===== config.mk =====
export PLATFORM = sky130hd
export DESIGN_NAME = cbb_ctrl
export DESIGN_NICKNAME = d
export VERILOG_FILES = /design/src/rtl/core/cbb_pkg.sv /design/src/rtl/core/cbb_ctrl.sv
export SDC_FILE = /design/constraint.sdc
export NUM_CORES = 1
export LEC_CHECK = 0
export BUFFER_PORTS_ARGS = -buffer_cell sky130_fd_sc_hd__buf_2
export CAP_MARGIN = 40
export CORE_MARGIN = 5
export CORE_UTILIZATION = 53
export DETAILED_ROUTE_END_ITERATION = 16
export PLACE_DENSITY = 0.75
export RECOVER_POWER = 100
export REMOVE_ABC_BUFFERS = 1
export SETUP_SLACK_MARGIN = 0.15
export SYNTH_ARGS = -nofsm -noshare
export SYNTH_HDL_FRONTEND = slang
export SYNTH_SLANG_ARGS = --single-unit

===== constraint.sdc =====
create_clock -name clk -period 9.9 [get_ports clk]
set_input_delay 1.98 -clock clk [delete_from_list [all_inputs] [get_ports clk]]
set_output_delay 1.98 -clock clk [all_outputs]
set_load 0.03 [all_outputs]

===== src/rtl/core/cbb_pkg.sv =====
// ----------------------------------------------------------------------------
// cbb_pkg
// Shared types and constants for the compacting linear byte buffer.
// ----------------------------------------------------------------------------
package cbb_pkg;

  // Store geometry
  localparam int DEPTH  = 1024;
  localparam int LANES  = 8;
  localparam int AW     = (DEPTH > 1) ? $clog2(DEPTH) : 1;
  localparam int LANE_W = (LANES > 1) ? $clog2(LANES) : 1;

  // Fixed field widths
  localparam int OFS_W  = 11;
  localparam int CNT_W  = 4;
  localparam int DATA_W = 64;

  localparam logic [OFS_W-1:0] DEPTH_OFS = OFS_W'(DEPTH);
  localparam logic [OFS_W-1:0] CAP_RESET = 11'd1024;
  localparam logic [CNT_W-1:0] LANES_CNT = CNT_W'(LANES);

  typedef enum logic [1:0] {
    OP_PUSH = 2'd0,
    OP_POP  = 2'd1,
    OP_PEEK = 2'd2
  } op_t;

  typedef enum logic [1:0] {
    S_IDLE,
    S_COMPACT,
    S_PUSH,
    S_POP
  } state_t;

  // One write port and one read port on the byte store
  typedef struct packed {
    logic          we;
    logic [AW-1:0] waddr;
    logic [7:0]    wdata;
    logic          re;
    logic [AW-1:0] raddr;
  } mem_req_t;

endpackage


===== src/rtl/core/cbb_ctrl.sv =====
// ----------------------------------------------------------------------------
// cbb_ctrl
// Request sequencer: offsets, push/pop/compaction walks, result register.
// ----------------------------------------------------------------------------
module cbb_ctrl
  import cbb_pkg::*;
(
  input  logic              clk,
  input  logic              rst_n,
  input  logic [OFS_W-1:0]  cap,
  input  logic              clear,
  input  logic              start,
  output logic              busy,
  input  logic [1:0]        in_op,
  input  logic [DATA_W-1:0] in_data_in,
  input  logic [CNT_W-1:0]  in_count,
  output mem_req_t          mem_req,
  input  logic [7:0]        mem_rdata,
  output logic              out_valid,
  output logic [CNT_W-1:0]  out_done_count,
  output logic [DATA_W-1:0] out_data_out,
  output logic [OFS_W-1:0]  out_fill_level,
  output logic [OFS_W-1:0]  out_start_offset
);

  state_t              state_r, state_nxt;
  logic [OFS_W-1:0]    ro_r, ro_nxt;
  logic [OFS_W-1:0]    wo_r, wo_nxt;
  logic [OFS_W-1:0]    cnt_r, cnt_nxt;
  logic [OFS_W-1:0]    held_r, held_nxt;
  logic [OFS_W-1:0]    pend_r, pend_nxt;
  logic                rvalid_r, rvalid_nxt;
  logic [CNT_W-1:0]    n_r, n_nxt;
  logic [CNT_W-1:0]    neff_r, neff_nxt;
  logic [DATA_W-1:0]   data_r, data_nxt;
  logic [DATA_W-1:0]   acc_r, acc_nxt;
  logic                ov_r, ov_nxt;
  logic [CNT_W-1:0]    od_r, od_nxt;
  logic [DATA_W-1:0]   odata_r, odata_nxt;
  logic [OFS_W-1:0]    ofill_r, ofill_nxt;
  logic [OFS_W-1:0]    ostart_r, ostart_nxt;

  logic [CNT_W-1:0]    n_sat;
  logic [OFS_W-1:0]    room, held_now, room_cmp, neff_ext;
  logic [OFS_W-1:0]    rd_ptr, wr_ptr, wo_push, ro_pop;

  assign n_sat    = (in_count > LANES_CNT) ? LANES_CNT : in_count;
  assign room     = cap - wo_r;
  assign held_now = wo_r - ro_r;
  assign room_cmp = cap - held_r;
  assign neff_ext = OFS_W'(neff_r);
  assign rd_ptr   = ro_r + cnt_r;
  assign wr_ptr   = wo_r + cnt_r;
  assign wo_push  = wo_r + neff_ext;
  assign ro_pop   = ro_r + neff_ext;

  always_comb begin
    state_nxt  = state_r;
    ro_nxt     = ro_r;
    wo_nxt     = wo_r;
    cnt_nxt    = cnt_r;
    held_nxt   = held_r;
    pend_nxt   = pend_r;
    rvalid_nxt = 1'b0;
    n_nxt      = n_r;
    neff_nxt   = neff_r;
    data_nxt   = data_r;
    acc_nxt    = acc_r;
    ov_nxt     = 1'b0;
    od_nxt     = od_r;
    odata_nxt  = odata_r;
    ofill_nxt  = ofill_r;
    ostart_nxt = ostart_r;
    mem_req    = '0;

    unique case (state_r)
      S_IDLE: begin
        if (clear) begin
          ro_nxt = '0;
          wo_nxt = '0;
        end else if (start) begin
          data_nxt = in_data_in;
          n_nxt    = n_sat;
          cnt_nxt  = '0;
          acc_nxt  = '0;
          unique case (op_t'(in_op))
            OP_PUSH: begin
              if ((room < OFS_W'(n_sat)) && (ro_r != '0)) begin
                held_nxt  = held_now;
                state_nxt = S_COMPACT;
              end else begin
                neff_nxt  = (room < OFS_W'(n_sat)) ? CNT_W'(room) : n_sat;
                state_nxt = S_PUSH;
              end
            end
            OP_POP: begin
              neff_nxt  = (held_now < OFS_W'(n_sat)) ? CNT_W'(held_now) : n_sat;
              state_nxt = S_POP;
            end
            default: begin
              // peek and the unused code
              ov_nxt     = 1'b1;
              od_nxt     = '0;
              odata_nxt  = '0;
              ofill_nxt  = held_now;
              ostart_nxt = ro_r;
            end
          endcase
        end
      end

      S_COMPACT: begin
        // read ro+k, write k in the cycle after; writes stay below reads
        if (cnt_r < held_r) begin
          mem_req.re    = 1'b1;
          mem_req.raddr = rd_ptr[AW-1:0];
          cnt_nxt       = cnt_r + 1'b1;
          rvalid_nxt    = 1'b1;
        end
        pend_nxt = cnt_r;
        if (rvalid_r) begin
          mem_req.we    = 1'b1;
          mem_req.waddr = pend_r[AW-1:0];
          mem_req.wdata = mem_rdata;
        end
        if ((cnt_r == held_r) && !rvalid_r) begin
          ro_nxt    = '0;
          wo_nxt    = held_r;
          cnt_nxt   = '0;
          neff_nxt  = (room_cmp < OFS_W'(n_r)) ? CNT_W'(room_cmp) : n_r;
          state_nxt = S_PUSH;
        end
      end

      S_PUSH: begin
        if (cnt_r < neff_ext) begin
          mem_req.we    = 1'b1;
          mem_req.waddr = wr_ptr[AW-1:0];
          mem_req.wdata = data_r[7:0];
          data_nxt      = data_r >> 8;
          cnt_nxt       = cnt_r + 1'b1;
        end else begin
          wo_nxt     = wo_push;
          ov_nxt     = 1'b1;
          od_nxt     = neff_r;
          odata_nxt  = '0;
          ofill_nxt  = wo_push - ro_r;
          ostart_nxt = ro_r;
          state_nxt  = S_IDLE;
        end
      end

      S_POP: begin
        if (cnt_r < neff_ext) begin
          mem_req.re    = 1'b1;
          mem_req.raddr = rd_ptr[AW-1:0];
          cnt_nxt       = cnt_r + 1'b1;
          rvalid_nxt    = 1'b1;
        end
        pend_nxt = cnt_r;
        if (rvalid_r) begin
          acc_nxt[8*pend_r[LANE_W-1:0] +: 8] = mem_rdata;
        end
        if ((cnt_r == neff_ext) && !rvalid_r) begin
          ro_nxt     = ro_pop;
          ov_nxt     = 1'b1;
          od_nxt     = neff_r;
          odata_nxt  = acc_r;
          ofill_nxt  = wo_r - ro_pop;
          ostart_nxt = ro_pop;
          state_nxt  = S_IDLE;
        end
      end

      default: begin
        state_nxt = S_IDLE;
      end
    endcase
  end

  // control state
  always_ff @(posedge clk) begin
    if (!rst_n) begin
      state_r  <= S_IDLE;
      ro_r     <= '0;
      wo_r     <= '0;
      rvalid_r <= 1'b0;
      ov_r     <= 1'b0;
    end else begin
      state_r  <= state_nxt;
      ro_r     <= ro_nxt;
      wo_r     <= wo_nxt;
      rvalid_r <= rvalid_nxt;
      ov_r     <= ov_nxt;
    end
  end

  // payload
  always_ff @(posedge clk) begin
    cnt_r    <= cnt_nxt;
    held_r   <= held_nxt;
    pend_r   <= pend_nxt;
    n_r      <= n_nxt;
    neff_r   <= neff_nxt;
    data_r   <= data_nxt;
    acc_r    <= acc_nxt;
    od_r     <= od_nxt;
    odata_r  <= odata_nxt;
    ofill_r  <= ofill_nxt;
    ostart_r <= ostart_nxt;
  end

  assign busy             = (state_r != S_IDLE);
  assign out_valid        = ov_r;
  assign out_done_count   = od_r;
  assign out_data_out     = odata_r;
  assign out_fill_level   = ofill_r;
  assign out_start_offset = ostart_r;

  // write offset never passes the capacity
  a_wo_cap: assert property (@(posedge clk) disable iff (!rst_n)
    wo_r <= cap) else $error("write offset above capacity");

  // read offset never passes the write offset
  a_ro_wo: assert property (@(posedge clk) disable iff (!rst_n)
    ro_r <= wo_r) else $error("read offset above write offset");

  // compaction never reads and writes the same entry in one cycle
  a_no_overlap: assert property (@(posedge clk) disable iff (!rst_n)
    (mem_req.we && mem_req.re) |-> (mem_req.waddr != mem_req.raddr))
    else $error("read/write overlap on byte store");

  // a reported level fits in the capacity and a reported count in the lanes
  a_fill_cap: assert property (@(posedge clk) disable iff (!rst_n)
    ov_r |-> ((ofill_r <= cap) && (od_r <= LANES_CNT)))
    else $error("result level or count out of range");

endmodule

==> results.ini <==
[outcome]
outcome=finished, violations left
failed_checks=max-capacitance violations, max-slew violations

[placed_design]
hpwl_um=31600
gp_congestion=0.946
place.detailed.instances=2075
portBuffers=214

[floorplanning]
start_util_pct=53.8
num_rows=64
placeableCoreArea_um2=30700
ios=215
die_w_um=186
die_h_um=186
dieArea_um2=34800

[pwr]
power.density_nw_per_um2=207
p_leak_uw=0.00706
ir_worst_vdd_v=0.000173

[drt]
wl_per_cell_um=20.1
drt_iter0_drc=1155
finalWirelength_um=42800
ant_nets=0
firstDrtPassIters=6
viasPerCell=5.89
dr_total_vias=12600
drcViolationCount=0

[sta]
hold_violations=0
rsz0062_at_grt=false
slew_headroom_pct=-149
fmax_mhz=140
skew_ns=0.00701
finalMaxSlewViolations=221
hold_slack_ns=0.503
worstMarginPinSlew_ns=3.73
finalSetupViolations=0
period_needed_ns=7.14
fin_crit_sh_pct=72.2

[critical_path]
cp_common_cell=clkbuf_1
critical_path_class=register to output port
cp-end-kind=output port
critPathLaunchType=register
path_max_fanout=90
cp_data_arrival_time_ns=5.16
slowest_stage=clkbuf_1
cp_data_required_time_ns=7.92
crit_path_cell_trace=ha_1, clkbuf_1, nand2_1, o31ai_1, a41o_1, nor4bb_1, clkbuf_1
cp_slowest_stage_delay_ns=2.60

[global_routing]
grt_first_pass_wirelength_um=67000
overflow=0
gr-usage-all-layers_pct=23.5
grt_pass1_vias=12200
grt_antenna_before_repair=5
grt_max_degree=91

[logic_synthesis]
synth_area_leaders=edfxtp_1 47%, ha_1 8.2%, mux2_2 4.0%
yosysUniqueCellTypes=70
synth_warnings=0
syn-cell-area_um2=16500
synth_top_area_cell=edfxtp_1
ys.flop_type=edfxtp_1
ys_seq_area_share_pct=50.1
syn_inst=1517
synth_seq_cells=284
synth_edf_count=258
ys_async_sr_fraction_pct=0
synth_top_area_share_pct=46.9
syn_area_per_cell_um2=10.9

[finish]
syn2layout_area_growth_pct=14.0
nets=1922
fin_cells=2133
final_cell_mix=258 x edfxtp_1, 141 x nand2_1, 132 x clkbuf_1
drive_above_1_share_pct=12.7
layout_commonest_cell=edfxtp_1

[cts]
cts_resized=0
htreeDepth=1
cts_sinks=284
cts_made_buffers=30
cts_tree=built
ctsHoldBuffers=0
cts_root_buffer=clkbuf_16
cts.reportedPaths.clkPinSlew_ns=0.06
cts_setup_buffers=0
worstSkewPairLatency_ns=0.57
clk_path_buf_depth=3

[min_path]
hold_class=register to register

[job]
max-cap-violations=3

## sequential cells by signal, indices dropped and copies added, names as in the netlist, 4 cells and up
signal,count
out_done_count,4
pend_r,10
held_r,11
out_start_offset,11
cnt_r,11
acc_r,64
n_r,4
out_fill_level,11
out_data_out,64
neff_r,4
ro_r,11
wo_r,11
data_r,64
## critical path: cells and delay by family (launching register included)
kind / cells / cell delay, ns
buffers and inverters: 2 / 2.95
flip-flops: 1 / 0.41
adder cells (fa/ha/maj): 1 / 0.18
AND/OR/NAND/NOR: 2 / 0.43
AO/OA/AOI/OAI: 2 / 0.59
## metrics by stage
step | utilization (%) | total power [uW] | worst slack, ns | setup TNS (ns) | instance area [um^2]
after detailed placement | 58.7 | 2750 | 4.62 | 0 | 18000
after CTS | 62.0 | 3920 | 4.19 | 0 | 19000
after global routing | 61.4 | 4080 | 2.36 | 0 | 18800
after floorplan | - | 2450 | -0.616 | -55.47 | 16200
final | 61.4 | 3900 | 2.76 | 0 | 18800
after global placement | 58.4 | 2710 | 4.85 | 0 | 17900
## per-layer routing
layer | up-vias | wire, um | global-route usage (%) | share of wire (%)
li1 | 5917 | - | - | -
met1 | 5979 | 18300 | 32.9 | 43
met2 | 572 | 18500 | 35.9 | 43
met3 | 95 | 4660 | 6.54 | 11
met4 | 10 | 1300 | 7.06 | 3.0
met5 | - | 69 | 0 | 0.16
## cells in the mapped netlist, drive strengths merged (9+ instances only)
cell,instances
edfxtp,258
nand2,141
ha,108
nor2,93
a21oi,89
and2,86
inv,72
o21ai,70
mux2,59
clkbuf,58
xnor2,52
nor2b,41
nand3,39
xor2,31
a22oi,29
mux2i,27
dfxtp,26
nor3,26
o21a,14
a21boi,13
a21o,13
or3,12
buf,10
nand2b,10
o211ai,10
fa,9
nor4,9
o21bai,9
## layout make-up
class / count / area (um^2)
Fill cell: 2540 / 11800
Sequential cell: 284 / 8270
Multi-Input combinational cell: 1092 / 7700
Timing Repair Buffer: 231 / 1050
Clock buffer: 33 / 772
Tap cell: 396 / 495
Inverter: 73 / 274
Clock inverter: 23 / 262
Antenna cell: 1 / 2.50
## report_power, final
part | switching, uW | internal (uW) | leakage (uW) | total [uW]
Sequential | 130 | 1670 | 0.00268 | 1800
Combinational | 625 | 312 | 0.00388 | 937
Clock | 470 | 692 | 0.000504 | 1160
Total | 1220 | 2670 | 0.00706 | 3900
## final timing paths
kind | start | slack (ns) | end | cells past startpoint
hold reg to reg | state_r[0] | 0.50 | state_r[0] | 2
setup / recovery | state_r[1] | 2.76 | mem_req[9] | 7
setup reg to reg | state_r[1] | 2.94 | acc_r[45] | 5
hold / removal | state_r[0] | 0.50 | state_r[0] | 2
## cells by family (layout without fill, tap and decap cells)
logic type                 after synthesis  in the layout  share of synthesized area (%)
buffers and inverters                  141            360                           3.33
adders and majority gates              117            117                           9.28
and+or+nand+nor                        495            495                           15.0
xor gates and xnor gates                83             83                           4.40
DFF                                    284            284                           50.1
muxes                                   86             86                           5.66
other                                    0              1                              0
AOI/OAI and AO/OA                      311            311                           12.2
Note: power is estimated with default switching activity, not from simulation.
